--- config.mk ---
export PLATFORM = sky130hd
export DESIGN_NAME = one_wire_rom_search_engine_core_flat
export DESIGN_NICKNAME = d
export VERILOG_FILES = /design/src/hw/rtl/owrs_pkg.sv /design/src/hw/rtl/owrs_if.sv /design/src/hw/rtl/owrs_apb_regs.sv /design/src/hw/rtl/owrs_engine.sv /design/src/hw/rtl/owrs_result_reg.sv /design/src/hw/rtl/one_wire_rom_search_engine_core.sv /design/src/flat_wrapper.sv
export SDC_FILE = /design/constraint.sdc
export NUM_CORES = 1
export LEC_CHECK = 0
export ABC_AREA = 1
export BUFFER_PORTS_ARGS = -buffer_cell sky130_fd_sc_hd__buf_2
export CORE_UTILIZATION = 58
export DETAILED_ROUTE_END_ITERATION = 12
export GPL_ROUTABILITY_DRIVEN = 0
export PLACE_DENSITY_LB_ADDON = 0.05
export SYNTH_ARGS = -nofsm -noshare
export SYNTH_HDL_FRONTEND = slang
export SYNTH_HIERARCHICAL = 1
export SYNTH_SLANG_ARGS = --single-unit
--- constraint.sdc ---
create_clock -name clk -period 4.8 [get_ports clk]
set_input_delay 0.96 -clock clk [delete_from_list [all_inputs] [get_ports clk]]
set_output_delay 0.96 -clock clk [all_outputs]
set_load 0.01 [all_outputs]
--- src/hw/rtl/owrs_pkg.sv ---
`default_nettype none

package owrs_pkg;

    // Search geometry.
    localparam int CODE_BITS_DEF = 64;
    localparam int ROM_CODE_W    = 64;

    // Retry limit register.
    localparam int         RETRY_W         = 4;
    localparam logic [3:0] RETRY_LIMIT_RST = 4'd3;

    // Register bus geometry: one 32-bit register at byte address zero.
    localparam int APB_ADDR_W = 3;
    localparam int APB_DATA_W = 32;
    localparam int REG_IDX_W  = APB_ADDR_W - 2;

    localparam logic [REG_IDX_W-1:0] REG_RETRY_LIMIT = '0;

    // Operation codes of an input word.
    localparam logic [1:0] OP_CLEAR = 2'd0;
    localparam logic [1:0] OP_START = 2'd1;
    localparam logic [1:0] OP_PAIR  = 2'd2;

    // Result status codes.
    typedef enum logic [2:0] {
        ST_BIT     = 3'd0,
        ST_FOUND   = 3'd1,
        ST_NOMORE  = 3'd2,
        ST_FAILED  = 3'd3,
        ST_ABORTED = 3'd4,
        ST_STARTED = 3'd5,
        ST_CLEARED = 3'd6,
        ST_IGNORED = 3'd7
    } status_t;

    typedef struct packed {
        logic [1:0] operation;
        logic       presence;
        logic       id_bit;
        logic       complement_bit;
    } item_t;

    typedef struct packed {
        logic                  direction_bit;
        status_t               status;
        logic [ROM_CODE_W-1:0] rom_code;
    } result_t;

endpackage

`default_nettype wire

--- src/hw/rtl/owrs_if.sv ---
`default_nettype none

// Input channel: one command word per handshake.
interface owrs_in_if;
    logic       valid;
    logic       ready;
    logic [1:0] operation;
    logic       presence;
    logic       id_bit;
    logic       complement_bit;

    modport source (
        output valid, operation, presence, id_bit, complement_bit,
        input  ready
    );
    modport sink (
        input  valid, operation, presence, id_bit, complement_bit,
        output ready
    );
endinterface

// Output channel: one result word per handshake.
interface owrs_out_if;
    import owrs_pkg::*;

    logic                  valid;
    logic                  ready;
    logic                  direction_bit;
    logic [2:0]            status;
    logic [ROM_CODE_W-1:0] rom_code;

    modport source (
        output valid, direction_bit, status, rom_code,
        input  ready
    );
    modport sink (
        input  valid, direction_bit, status, rom_code,
        output ready
    );
endinterface

`default_nettype wire

--- src/hw/rtl/owrs_apb_regs.sv ---
`default_nettype none

module owrs_apb_regs (
    input  wire logic                             clk,
    input  wire logic                             rst_n,
    input  wire logic                             psel,
    input  wire logic                             penable,
    input  wire logic                             pwrite,
    input  wire logic [owrs_pkg::APB_ADDR_W-1:0]  paddr,
    input  wire logic [owrs_pkg::APB_DATA_W-1:0]  pwdata,
    output logic      [owrs_pkg::APB_DATA_W-1:0]  prdata,
    output logic                                  pready,
    output logic      [owrs_pkg::RETRY_W-1:0]     retry_limit
);
    import owrs_pkg::*;

    logic [RETRY_W-1:0]   retry_limit_reg;
    logic [REG_IDX_W-1:0] reg_idx;
    logic                 wr_en;

    // Word address decode; the low two byte-address bits are ignored.
    assign reg_idx = paddr[APB_ADDR_W-1:2];
    assign pready  = 1'b1;
    assign wr_en   = psel && penable && pwrite && pready;

    // Retry limit register.
    always_ff @(posedge clk or negedge rst_n)
    begin
        if (!rst_n)
        begin
            retry_limit_reg <= RETRY_LIMIT_RST;
        end
        else if (wr_en && (reg_idx == REG_RETRY_LIMIT))
        begin
            retry_limit_reg <= pwdata[RETRY_W-1:0];
        end
    end

    // Read-back mux.
    always_comb
    begin
        prdata = '0;
        if (reg_idx == REG_RETRY_LIMIT)
        begin
            prdata = APB_DATA_W'(retry_limit_reg);
        end
    end

    assign retry_limit = retry_limit_reg;

endmodule

`default_nettype wire

--- src/hw/rtl/owrs_engine.sv ---
`default_nettype none

module owrs_engine #(
    parameter int CODE_BITS = owrs_pkg::CODE_BITS_DEF
) (
    input  wire logic                         clk,
    input  wire logic                         rst_n,
    input  wire logic [owrs_pkg::RETRY_W-1:0] retry_limit,
    input  wire logic                         item_valid,
    input  wire owrs_pkg::item_t              item,
    output logic                              item_ready,
    output logic                              res_valid,
    input  wire logic                         res_ready,
    output owrs_pkg::result_t                 res
);
    import owrs_pkg::*;

    localparam int POS_W = $clog2(CODE_BITS + 1);
    localparam int IDX_W = $clog2(CODE_BITS);

    // Input register.
    item_t item_reg;
    logic  item_valid_reg;
    logic  item_valid_next;

    // Search state.
    logic [CODE_BITS-1:0] rom_bits_reg,   rom_bits_next;
    logic [POS_W-1:0]     last_disc_reg,  last_disc_next;
    logic                 last_dev_reg,   last_dev_next;
    logic [POS_W-1:0]     bit_pos_reg,    bit_pos_next;
    logic [POS_W-1:0]     last_zero_reg,  last_zero_next;
    logic [RETRY_W-1:0]   retry_cnt_reg,  retry_cnt_next;
    logic                 pass_act_reg,   pass_act_next;

    logic                 fire;
    logic                 in_take;
    logic [POS_W-1:0]     pos_m1;
    logic [IDX_W-1:0]     idx;
    logic                 chosen;
    logic [CODE_BITS-1:0] rom_upd;
    logic [POS_W-1:0]     zero_upd;
    logic [RETRY_W-1:0]   cnt_inc;

    // Handshake: the registered word moves on when the result stage takes it.
    assign fire       = item_valid_reg && res_ready;
    assign item_ready = !item_valid_reg || res_ready;
    assign in_take    = item_valid && item_ready;
    assign res_valid  = item_valid_reg;

    always_comb
    begin
        item_valid_next = item_valid_reg;
        if (in_take)
        begin
            item_valid_next = 1'b1;
        end
        else if (fire)
        begin
            item_valid_next = 1'b0;
        end
    end

    always_ff @(posedge clk or negedge rst_n)
    begin
        if (!rst_n)
        begin
            item_valid_reg <= 1'b0;
        end
        else
        begin
            item_valid_reg <= item_valid_next;
        end
    end

    always_ff @(posedge clk)
    begin
        if (in_take)
        begin
            item_reg <= item;
        end
    end

    // Direction choice for the current position and the updated code.
    assign pos_m1  = bit_pos_reg - POS_W'(1);
    assign idx     = pos_m1[IDX_W-1:0];
    assign cnt_inc = retry_cnt_reg + RETRY_W'(1);

    always_comb
    begin
        zero_upd = last_zero_reg;
        if (item_reg.id_bit != item_reg.complement_bit)
        begin
            chosen = item_reg.id_bit;
        end
        else
        begin
            // Discrepancy: follow the previous pass below the last branch
            // point, take one at it and zero beyond it.
            if (bit_pos_reg == last_disc_reg)
            begin
                chosen = 1'b1;
            end
            else if (bit_pos_reg > last_disc_reg)
            begin
                chosen = 1'b0;
            end
            else
            begin
                chosen = rom_bits_reg[idx];
            end
            if (!chosen)
            begin
                zero_upd = bit_pos_reg;
            end
        end
        rom_upd      = rom_bits_reg;
        rom_upd[idx] = chosen;
    end

    // State update and result word.
    always_comb
    begin
        rom_bits_next  = rom_bits_reg;
        last_disc_next = last_disc_reg;
        last_dev_next  = last_dev_reg;
        bit_pos_next   = bit_pos_reg;
        last_zero_next = last_zero_reg;
        retry_cnt_next = retry_cnt_reg;
        pass_act_next  = pass_act_reg;

        res.direction_bit = 1'b0;
        res.status        = ST_IGNORED;
        res.rom_code      = '0;

        case (item_reg.operation)
            OP_CLEAR:
            begin
                rom_bits_next  = '0;
                last_disc_next = '0;
                last_dev_next  = 1'b0;
                bit_pos_next   = POS_W'(1);
                last_zero_next = '0;
                retry_cnt_next = '0;
                pass_act_next  = 1'b0;
                res.status     = ST_CLEARED;
            end
            OP_START:
            begin
                if (last_dev_reg)
                begin
                    pass_act_next  = 1'b0;
                    retry_cnt_next = '0;
                    res.status     = ST_NOMORE;
                end
                else if (!item_reg.presence)
                begin
                    // No device answered the reset: start the search over.
                    rom_bits_next  = '0;
                    last_disc_next = '0;
                    last_dev_next  = 1'b0;
                    bit_pos_next   = POS_W'(1);
                    last_zero_next = '0;
                    retry_cnt_next = '0;
                    pass_act_next  = 1'b0;
                    res.status     = ST_NOMORE;
                end
                else
                begin
                    pass_act_next  = 1'b1;
                    bit_pos_next   = POS_W'(1);
                    last_zero_next = '0;
                    res.status     = ST_STARTED;
                end
            end
            OP_PAIR:
            begin
                if (pass_act_reg)
                begin
                    if (item_reg.id_bit && item_reg.complement_bit)
                    begin
                        // Nobody answered the slot pair: abort this pass.
                        pass_act_next = 1'b0;
                        if (cnt_inc >= retry_limit)
                        begin
                            retry_cnt_next = '0;
                            res.status     = ST_FAILED;
                        end
                        else
                        begin
                            retry_cnt_next = cnt_inc;
                            res.status     = ST_ABORTED;
                        end
                    end
                    else
                    begin
                        rom_bits_next     = rom_upd;
                        last_zero_next    = zero_upd;
                        res.direction_bit = chosen;
                        if (bit_pos_reg >= POS_W'(CODE_BITS))
                        begin
                            // Last position: close the pass.
                            pass_act_next  = 1'b0;
                            retry_cnt_next = '0;
                            last_disc_next = zero_upd;
                            if (zero_upd == '0)
                            begin
                                last_dev_next = 1'b1;
                            end
                            if (rom_upd == '0)
                            begin
                                rom_bits_next  = '0;
                                last_disc_next = '0;
                                last_dev_next  = 1'b0;
                                bit_pos_next   = POS_W'(1);
                                last_zero_next = '0;
                                res.status     = ST_NOMORE;
                            end
                            else
                            begin
                                res.rom_code = ROM_CODE_W'(rom_upd);
                                res.status   = ST_FOUND;
                            end
                        end
                        else
                        begin
                            bit_pos_next = bit_pos_reg + POS_W'(1);
                            res.status   = ST_BIT;
                        end
                    end
                end
            end
            default:
            begin
                res.status = ST_IGNORED;
            end
        endcase
    end

    always_ff @(posedge clk or negedge rst_n)
    begin
        if (!rst_n)
        begin
            rom_bits_reg  <= '0;
            last_disc_reg <= '0;
            last_dev_reg  <= 1'b0;
            bit_pos_reg   <= POS_W'(1);
            last_zero_reg <= '0;
            retry_cnt_reg <= '0;
            pass_act_reg  <= 1'b0;
        end
        else if (fire)
        begin
            rom_bits_reg  <= rom_bits_next;
            last_disc_reg <= last_disc_next;
            last_dev_reg  <= last_dev_next;
            bit_pos_reg   <= bit_pos_next;
            last_zero_reg <= last_zero_next;
            retry_cnt_reg <= retry_cnt_next;
            pass_act_reg  <= pass_act_next;
        end
    end

endmodule

`default_nettype wire

--- src/hw/rtl/owrs_result_reg.sv ---
`default_nettype none

module owrs_result_reg (
    input  wire logic              clk,
    input  wire logic              rst_n,
    input  wire logic              res_valid,
    output logic                   res_ready,
    input  wire owrs_pkg::result_t res,
    owrs_out_if.source             out_ch
);
    import owrs_pkg::*;

    result_t res_reg;
    logic    out_valid_reg;
    logic    out_valid_next;
    logic    load;

    // The register takes a new word when empty or when its word leaves.
    assign res_ready = !out_valid_reg || out_ch.ready;
    assign load      = res_valid && res_ready;

    always_comb
    begin
        out_valid_next = out_valid_reg;
        if (load)
        begin
            out_valid_next = 1'b1;
        end
        else if (out_ch.ready)
        begin
            out_valid_next = 1'b0;
        end
    end

    always_ff @(posedge clk or negedge rst_n)
    begin
        if (!rst_n)
        begin
            out_valid_reg <= 1'b0;
        end
        else
        begin
            out_valid_reg <= out_valid_next;
        end
    end

    always_ff @(posedge clk)
    begin
        if (load)
        begin
            res_reg <= res;
        end
    end

    // Output channel drive.
    assign out_ch.valid         = out_valid_reg;
    assign out_ch.direction_bit = res_reg.direction_bit;
    assign out_ch.status        = res_reg.status;
    assign out_ch.rom_code      = res_reg.rom_code;

endmodule

`default_nettype wire

--- src/hw/rtl/one_wire_rom_search_engine_core.sv ---
`default_nettype none

// Decision engine for a 1-Wire ROM search. The host runs the bus slots and
// sends one command word per step: clear the search, start a pass with the
// presence result of the bus reset, or hand over the id bit and complement
// bit sampled at the current position. For every command the core returns
// exactly one result word: the direction bit to write back for a bit pair,
// a status code, and the 64-bit ROM code (position one in bit zero) when a
// pass ends with a device found. A pair of two ones aborts the pass; once
// the number of aborted passes reaches the retry limit register (byte
// address 0, reset value 3) the status reports failure. The core accepts a
// word in every clock cycle unless the output side stalls; the word passes
// an input register and then an output register, and the decision for a
// bit pair and the update of the search state are worked out between
// them. Write the retry limit only while no word is in flight.
module one_wire_rom_search_engine_core #(
    parameter int CODE_BITS = owrs_pkg::CODE_BITS_DEF
) (
    input  wire logic                            clk,
    input  wire logic                            rst_n,
    input  wire logic                            psel,
    input  wire logic                            penable,
    input  wire logic                            pwrite,
    input  wire logic [owrs_pkg::APB_ADDR_W-1:0] paddr,
    input  wire logic [owrs_pkg::APB_DATA_W-1:0] pwdata,
    output logic      [owrs_pkg::APB_DATA_W-1:0] prdata,
    output logic                                 pready,
    owrs_in_if.sink                              in_ch,
    owrs_out_if.source                           out_ch
);
    import owrs_pkg::*;

    logic [RETRY_W-1:0] retry_limit;
    item_t              item;
    logic               item_ready;
    logic               res_valid;
    logic               res_ready;
    result_t            res;

    // Input word packing.
    assign item.operation      = in_ch.operation;
    assign item.presence       = in_ch.presence;
    assign item.id_bit         = in_ch.id_bit;
    assign item.complement_bit = in_ch.complement_bit;
    assign in_ch.ready         = item_ready;

    owrs_apb_regs u_regs (
        .clk         (clk),
        .rst_n       (rst_n),
        .psel        (psel),
        .penable     (penable),
        .pwrite      (pwrite),
        .paddr       (paddr),
        .pwdata      (pwdata),
        .prdata      (prdata),
        .pready      (pready),
        .retry_limit (retry_limit)
    );

    owrs_engine #(
        .CODE_BITS (CODE_BITS)
    ) u_engine (
        .clk         (clk),
        .rst_n       (rst_n),
        .retry_limit (retry_limit),
        .item_valid  (in_ch.valid),
        .item        (item),
        .item_ready  (item_ready),
        .res_valid   (res_valid),
        .res_ready   (res_ready),
        .res         (res)
    );

    owrs_result_reg u_result (
        .clk       (clk),
        .rst_n     (rst_n),
        .res_valid (res_valid),
        .res_ready (res_ready),
        .res       (res),
        .out_ch    (out_ch)
    );

endmodule

`default_nettype wire

--- src/flat_wrapper.sv ---
// flat-port wrapper written by rule: the top's interface ports become plain ports
module one_wire_rom_search_engine_core_flat import owrs_pkg::*;
#(
    parameter int CODE_BITS = owrs_pkg::CODE_BITS_DEF
)
  (clk, rst_n, psel, penable, pwrite, paddr, pwdata, prdata, pready, in_ch_valid, in_ch_operation, in_ch_presence, in_ch_id_bit, in_ch_complement_bit, in_ch_ready, out_ch_valid, out_ch_direction_bit, out_ch_status, out_ch_rom_code, out_ch_ready);
  owrs_in_if in_ch_i ();
  owrs_out_if out_ch_i ();
  input  wire logic clk;
  input  wire logic rst_n;
  input  wire logic psel;
  input  wire logic penable;
  input  wire logic pwrite;
  input  wire logic [owrs_pkg::APB_ADDR_W-1:0] paddr;
  input  wire logic [owrs_pkg::APB_DATA_W-1:0] pwdata;
  output logic      [owrs_pkg::APB_DATA_W-1:0] prdata;
  output logic pready;
  input wire logic [$bits(in_ch_i.valid)-1:0] in_ch_valid;
  input wire logic [$bits(in_ch_i.operation)-1:0] in_ch_operation;
  input wire logic [$bits(in_ch_i.presence)-1:0] in_ch_presence;
  input wire logic [$bits(in_ch_i.id_bit)-1:0] in_ch_id_bit;
  input wire logic [$bits(in_ch_i.complement_bit)-1:0] in_ch_complement_bit;
  output wire logic [$bits(in_ch_i.ready)-1:0] in_ch_ready;
  output wire logic [$bits(out_ch_i.valid)-1:0] out_ch_valid;
  output wire logic [$bits(out_ch_i.direction_bit)-1:0] out_ch_direction_bit;
  output wire logic [$bits(out_ch_i.status)-1:0] out_ch_status;
  output wire logic [$bits(out_ch_i.rom_code)-1:0] out_ch_rom_code;
  input wire logic [$bits(out_ch_i.ready)-1:0] out_ch_ready;
  assign in_ch_i.valid = in_ch_valid;
  assign in_ch_i.operation = in_ch_operation;
  assign in_ch_i.presence = in_ch_presence;
  assign in_ch_i.id_bit = in_ch_id_bit;
  assign in_ch_i.complement_bit = in_ch_complement_bit;
  assign in_ch_ready = in_ch_i.ready;
  assign out_ch_valid = out_ch_i.valid;
  assign out_ch_direction_bit = out_ch_i.direction_bit;
  assign out_ch_status = out_ch_i.status;
  assign out_ch_rom_code = out_ch_i.rom_code;
  assign out_ch_i.ready = out_ch_ready;
  one_wire_rom_search_engine_core #(.CODE_BITS(CODE_BITS)) u_core (.clk(clk), .rst_n(rst_n), .psel(psel), .penable(penable), .pwrite(pwrite), .paddr(paddr), .pwdata(pwdata), .prdata(prdata), .pready(pready), .in_ch(in_ch_i), .out_ch(out_ch_i));
endmodule
* Word-level counts from Yosys, hierarchy flattened
Index checks and enable logic that the tools add are counted.
** Storage, ports and cells
- Input port bits :: 47
- Register bits :: 170
** Operators by class
- Reduce and logical (&&, ||, !) cells :: 26
- Bitwise logic cells :: 4
- Order comparisons :: 5
- Add/sub/neg operators :: 3
- Mux-type cells :: 71
- Equality and inequality tests :: 13
** Operators with widths (number)
- 64-bit 2-to-1 mux :: 8
- 64-bit one-hot mux with 3 select lines :: 1
- 7-bit 2-to-1 mux :: 17
- 67-bit 2-to-1 mux :: 1
- 64-bit bitwise mux :: 1
- 64-bit logical NOT :: 1
- 7-bit one-hot mux with 3 select lines :: 3
- 4-bit 2-to-1 mux :: 7
- 1-bit 2-to-1 mux :: 21
- 6-bit AND reduction :: 3
- 3-bit 2-to-1 mux :: 5
- 3-bit != test (second input constant) :: 4
- 4-bit one-hot mux with 3 select lines :: 1
- 2-bit != test (second input constant) :: 5
- 5-bit AND reduction :: 2
- 3-bit one-hot mux with 3 select lines :: 1
- 7-bit by 1-bit adder with 7-bit output (second input constant) :: 1
- 7-bit equality test :: 1
- 7-bit >= comparator (second input constant) :: 1
- 7-bit greater-than comparator :: 1
- 1-bit logical AND :: 7
- 7-bit logical NOT :: 1
- 6-bit by 7-bit less-than comparator with 1-bit output (second input constant) :: 1
- 7-bit AND reduction :: 1
- other kinds (20) :: 27

* Depth between registers and ports, before layout
- Depth after elaboration :: 15
- Mapped depth :: 30
- Gate-level depth less buffers :: 24

* Hierarchy
Netlist, hierarchy kept.
** Modules (own cells, without submodules)
- owrs_engine :: cells each 1173, instances 1, seq. area each 2453.6 µm², area each 7783.7 µm²
- owrs_result_reg :: cells each 74, instances 1, seq. area each 2067.0 µm², area each 2087.0 µm²
- owrs_apb_regs :: cells each 60, instances 1, seq. area each 102.6 µm², area each 441.7 µm²

* Worst setup path before layout
OpenSTA, ideal clock, no wires.
- Kind :: input port to flip-flop
- From :: in out_ch_ready
- To :: reg u_core.u_result.res_reg, in the netlist u_core/u_result/out_ch.direction_bit (enable)
- Buffers on the path :: 0
- Setup time :: 0.516 ns
- Arrival :: 4.282 ns
- Slack :: 0.002 ns
- Stages on the path :: 2
- Path through :: inv_1 a21oi_1
** On the way
- Cells in the longest elaborated chain, start to end :: 2
** RTL lines
- from (decl) :: RTL line flat_wrapper.sv:28 : input wire logic [$bits(out_ch_i.ready)-1:0] out_ch_ready;
- 1-bit logical OR :: RTL line owrs_result_reg.sv:19 : assign res_ready = !out_valid_reg || out_ch.ready;
- 1-bit logical AND :: RTL line owrs_result_reg.sv:20 : assign load = res_valid && res_ready;
- via u_core.u_result.load :: RTL line owrs_result_reg.sv:16 : logic load;
- to (signal assigned) :: RTL line owrs_result_reg.sv:51 : res_reg <= res;
- to (decl) :: RTL line owrs_result_reg.sv:13 : result_t res_reg;
The timed path passes the listed nets, and every way through them passes these cells.
A chain may end at the register's enable or synchronous reset.

* Worst setup path after layout
- From :: reg u_core.u_engine.bit_pos_reg[0]
- To :: reg u_core.u_result.res_reg, in the netlist u_core/u_result/out_ch.rom_code[41] (data pin)
** On the way
- Cells in the longest elaborated chain, start to end :: 10
- Elaborated cells on any way between the ends :: 20
** RTL lines
- from (decl) :: RTL line owrs_engine.sv:30 : logic [POS_W-1:0] bit_pos_reg, bit_pos_next;
- from (signal assigned) :: RTL line owrs_engine.sv:256 : bit_pos_reg <= bit_pos_next;
- 6-bit by 1-bit subtractor with 6-bit output :: RTL line owrs_engine.sv:84 : assign pos_m1 = bit_pos_reg - POS_W'(1);
- 1-bit binary-select mux with 6-bit select :: RTL line owrs_engine.sv:109 : chosen = rom_bits_reg[idx];
- 1-bit 2-to-1 mux (not written as such) :: RTL line owrs_engine.sv:109
- 1-bit 2-to-1 mux :: RTL line owrs_engine.sv:103 : else if (bit_pos_reg > last_disc_reg)
- 1-bit 2-to-1 mux :: RTL line owrs_engine.sv:99 : if (bit_pos_reg == last_disc_reg)
- 1-bit 2-to-1 mux (2 in series) :: RTL line owrs_engine.sv:91 : if (item_reg.id_bit != item_reg.complement_bit)
- 64-bit bitwise mux :: RTL line owrs_engine.sv:117 : rom_upd[idx] = chosen;
- 64-bit logical NOT :: RTL line owrs_engine.sv:209 : if (rom_upd == '0)
- 64-bit 2-to-1 mux :: RTL line owrs_engine.sv:209
Several ways; a longest one is shown, not always the timed one. The select of a mux whose other input is x is not followed.

==> flow_summary.yaml <==
run_status:
  outcome: "completed"
drt:
  first_pass_iters: 6
  wl_met1_um: 11000
  wl_um: 25400
  via_count: 8800
  vias_per_cell: 5.51
  wl_met2_um: 12100
  drtIter0Drc: 853
  drcViolationCount: 0
  wire_per_inst_um: 15.9
  ant_nets: 0
  dr.max_layer_used: "met4"
  wl_met3_um: 1690
synth:
  yosysUniqueCellTypes: 44
  syn_inst: 1307
  yosys.area_share.simple_pct: 28.3
  syn_area_um2: 10300
  synth_compound_area_share_pct: 10.8
  synth_mux_area_share_pct: 0
  ys_warn_count: 6
  yosys-top-cells-area: "dfrtp_1, edfxtp_1, nand2_1, inv_1, nor3_2"
  synth_top_area_share_pct: 22.8
  synth_xor_area_share_pct: 0.910
  synth_adder_area_share_pct: 2.31
  synth_area_per_cell_um2: 7.89
  yosysSeqAreaShare_pct: 44.8
  synth_top_area_cell: "dfrtp_1"
  ys_ff_latch: 170
  synth_top_family_by_area: "simple AND/OR/NAND/NOR gates"
floorplanning:
  row_count: 48
  io_pins: 150
  core_um2: 17400
  die_x_um: 135
  dieArea_um2: 18300
  die_h_um: 135
  start_util_pct: 59.4
clock_tree:
  path_clk_slew_ns: 0.06
  cts_tree: "yes"
  clock_sinks: 170
  post_cts_buffers: 0
  cts-hold-fix-buffers: 0
  cts_resized: 0
  cts_buffers: 17
  clock_latency_ns: 0.42
  clk_path_buf_depth: 2
  htreeDepth: 4
  cts_root_buf: "clkbuf_16"
power:
  finalPower_mw: 4.75
  combPwrFrac_pct: 35.1
  clkPwrFrac_pct: 30.3
  pwr-share-seq_pct: 34.6
  p_sw_mw: 1.85
  irDropWorstVdd_v: 0.000318
  p_leak_nw: 5.06
  swShare_pct: 39.0
  power_density_nw_per_um2: 420
  p_int_mw: 2.89
worst_setup_path:
  crit_required_ns: 4.94
  arrival_ns: 4.59
  crit_start: "u_core/u_engine/bit_pos_reg[0]"
  criticalPathCategory: "register to register"
  cp_max_fo: 63
  cp-start-kind: "register"
  r2r_start: "u_core/u_engine/bit_pos_reg[0]"
  end_kind: "register"
timing:
  final_max_slew_viol_count: 0
  setup_viol: 0
  min_period_over_period_pct: 92.8
  setup_tns_ns: 0
  rsz0062_at_grt: "no"
  tightest_slew_ns: 1.08
  timing.final.hold_violations: 0
  min_period_ns: 4.45
  finClkSkew_ns: 0.00710
  relSlewSlack_pct: 27.7
  fmax_mhz: 225
  holdWs_ns: 0.474
final_layout:
  nets: 1424
  synthToLayoutAreaGrowth_pct: 9.67
  fillers: 1521
  final_cell_area_um2: 11300
  mostFrequentLayoutCells: "nand2_1, inv_1, nor2_1"
  final_common_cell: "nand2_1"
  layout-drive-gt1-share_pct: 16.5
  antenna_cells: 0
  fin_cells: 1596
placement:
  dpl.hpwl_um: 16000
  port_buffers: 90
  dpl_cell_area_um2: 10700
  dp.cells: 1564
global_routing:
  grt_max_degree: 78
  antenna_found_initial: 0
  grt_pass1_wl_um: 40400
  grt_pass1_vias: 7984
  gr-total-overflow: 0
  grt.total_usage_pct: 28.6
min_path:
  min-delay-path-class: "register to register"
  min_from: "u_core/u_regs/retry_limit[1]"
job:
  drv_cap: 0
==> cell usage after synthesis <==
cell type  number
nand2_8         1
or2_2           1
nor3_1         15
a31oi_1         2
nor2_1        134
xor2_4          1
o211ai_1        1
nand3_1        87
buf_4          32
nor2_2          2
conb_1          2
clkbuf_1       38
nor3_2         63
xnor2_1         2
edfxtp_1       73
inv_2           9
nand3_4         1
o21a_1          1
o21ai_1        12
dfrtp_1        94
nand3_2         1
ha_1           19
a21oi_1        14
nor4_1          3
buf_1           1
nor2_4          2
a41oi_1         1
o21bai_1        3
o22ai_1        59
inv_1         185
nand4_1         2
o21ai_0       110
or2_1           1
nand2_1       293
clkinv_1        1
xor2_2          3
dfstp_2         3
inv_4           1
buf_2          19
a2111oi_0       1
buf_6           8
nand2_4         3
nand2_2         2
or3_1           1
==> layer usage <==
layer / vias up / global-route usage, %
met3: 43 / 4.30
met5: - / 0
li1: 4279 / -
met2: 334 / 46.9
met1: 4144 / 38.2
met4: 0 / 10.7
==> worst paths after layout <==
path | to | slack, ns | cells after the start
min in group asynchronous | u_core/u_regs/retry_limit[2] | 0.71 | 1
min | u_core/u_regs/retry_limit[1] | 0.47 | 2
min reg2reg | u_core/u_regs/retry_limit[1] | 0.47 | 2
max | u_core/u_result/out_ch.rom_code[41] | 0.35 | 23
max in group asynchronous | u_core/u_engine/rom_bits_reg[54] | 3.20 | 2
max reg2reg | u_core/u_result/out_ch.rom_code[41] | 0.35 | 23
==> final cells by class <==
type                    count  area, µm²  area share (%)
flip-flops and latches    170       4620            40.9
multi-input cells         870       4510            39.9
inverters                 196        738            6.53
repair buffers            103        551            4.87
clock buffers              18        429            3.79
well taps                 225        282            2.49
clock inverters            14        178            1.57
==> power by group through the flow <==
stage	logic, mW	registers (mW)	clock network [mW]
after floorplan	1.21	1.68	0
after global placement	1.61	1.67	0
after detailed placement	1.63	1.67	0
after CTS	1.64	1.64	1.46
after global routing	1.83	1.65	1.50
final	1.67	1.64	1.44
==> worst max-delay path, stage by stage, from the launching register on <==
cell and delay (ns):
dfstp_2 0.56, inv_4 0.03, ha_1 0.30, clkinv_1 0.21, buf_4 0.26, nand3_1 0.09, nand2_1 0.08, nand2_1 0.05
nand3_1 0.08, nand3_1 0.10, nand2_1 0.07, nand2_1 0.05, nand3_1 0.11, nand2_2 0.07, nand2_1 0.50, o21ai_0 0.21
nor2_1 0.21, nand2_1 0.07, nor2_1 0.11, nand2_1 0.11, nor2_2 0.14, nand2_4 0.12, nand2_8 0.46, nor3_2 0.08
==> per-stage QoR <==
stage / worst slack, ns / util [%]
after floorplan: 0.00182 / -
after global placement: 0.510 / 61.7
after detailed placement: 0.438 / 61.7
after CTS: 0.422 / 65.2
after global routing: 0.0491 / 65.2
final: 0.347 / 65.2
==> logic make-up after synthesis <==
| kind of cell | count (synthesis) |
|---|---|
| compound gates | 204 |
| xor+xnor | 6 |
| buf+inv | 294 |
| flops | 170 |
| simple gates | 612 |
| fa+ha+maj | 19 |
| other cells | 2 |
No activity file was read; power rests on OpenSTA's default activity.
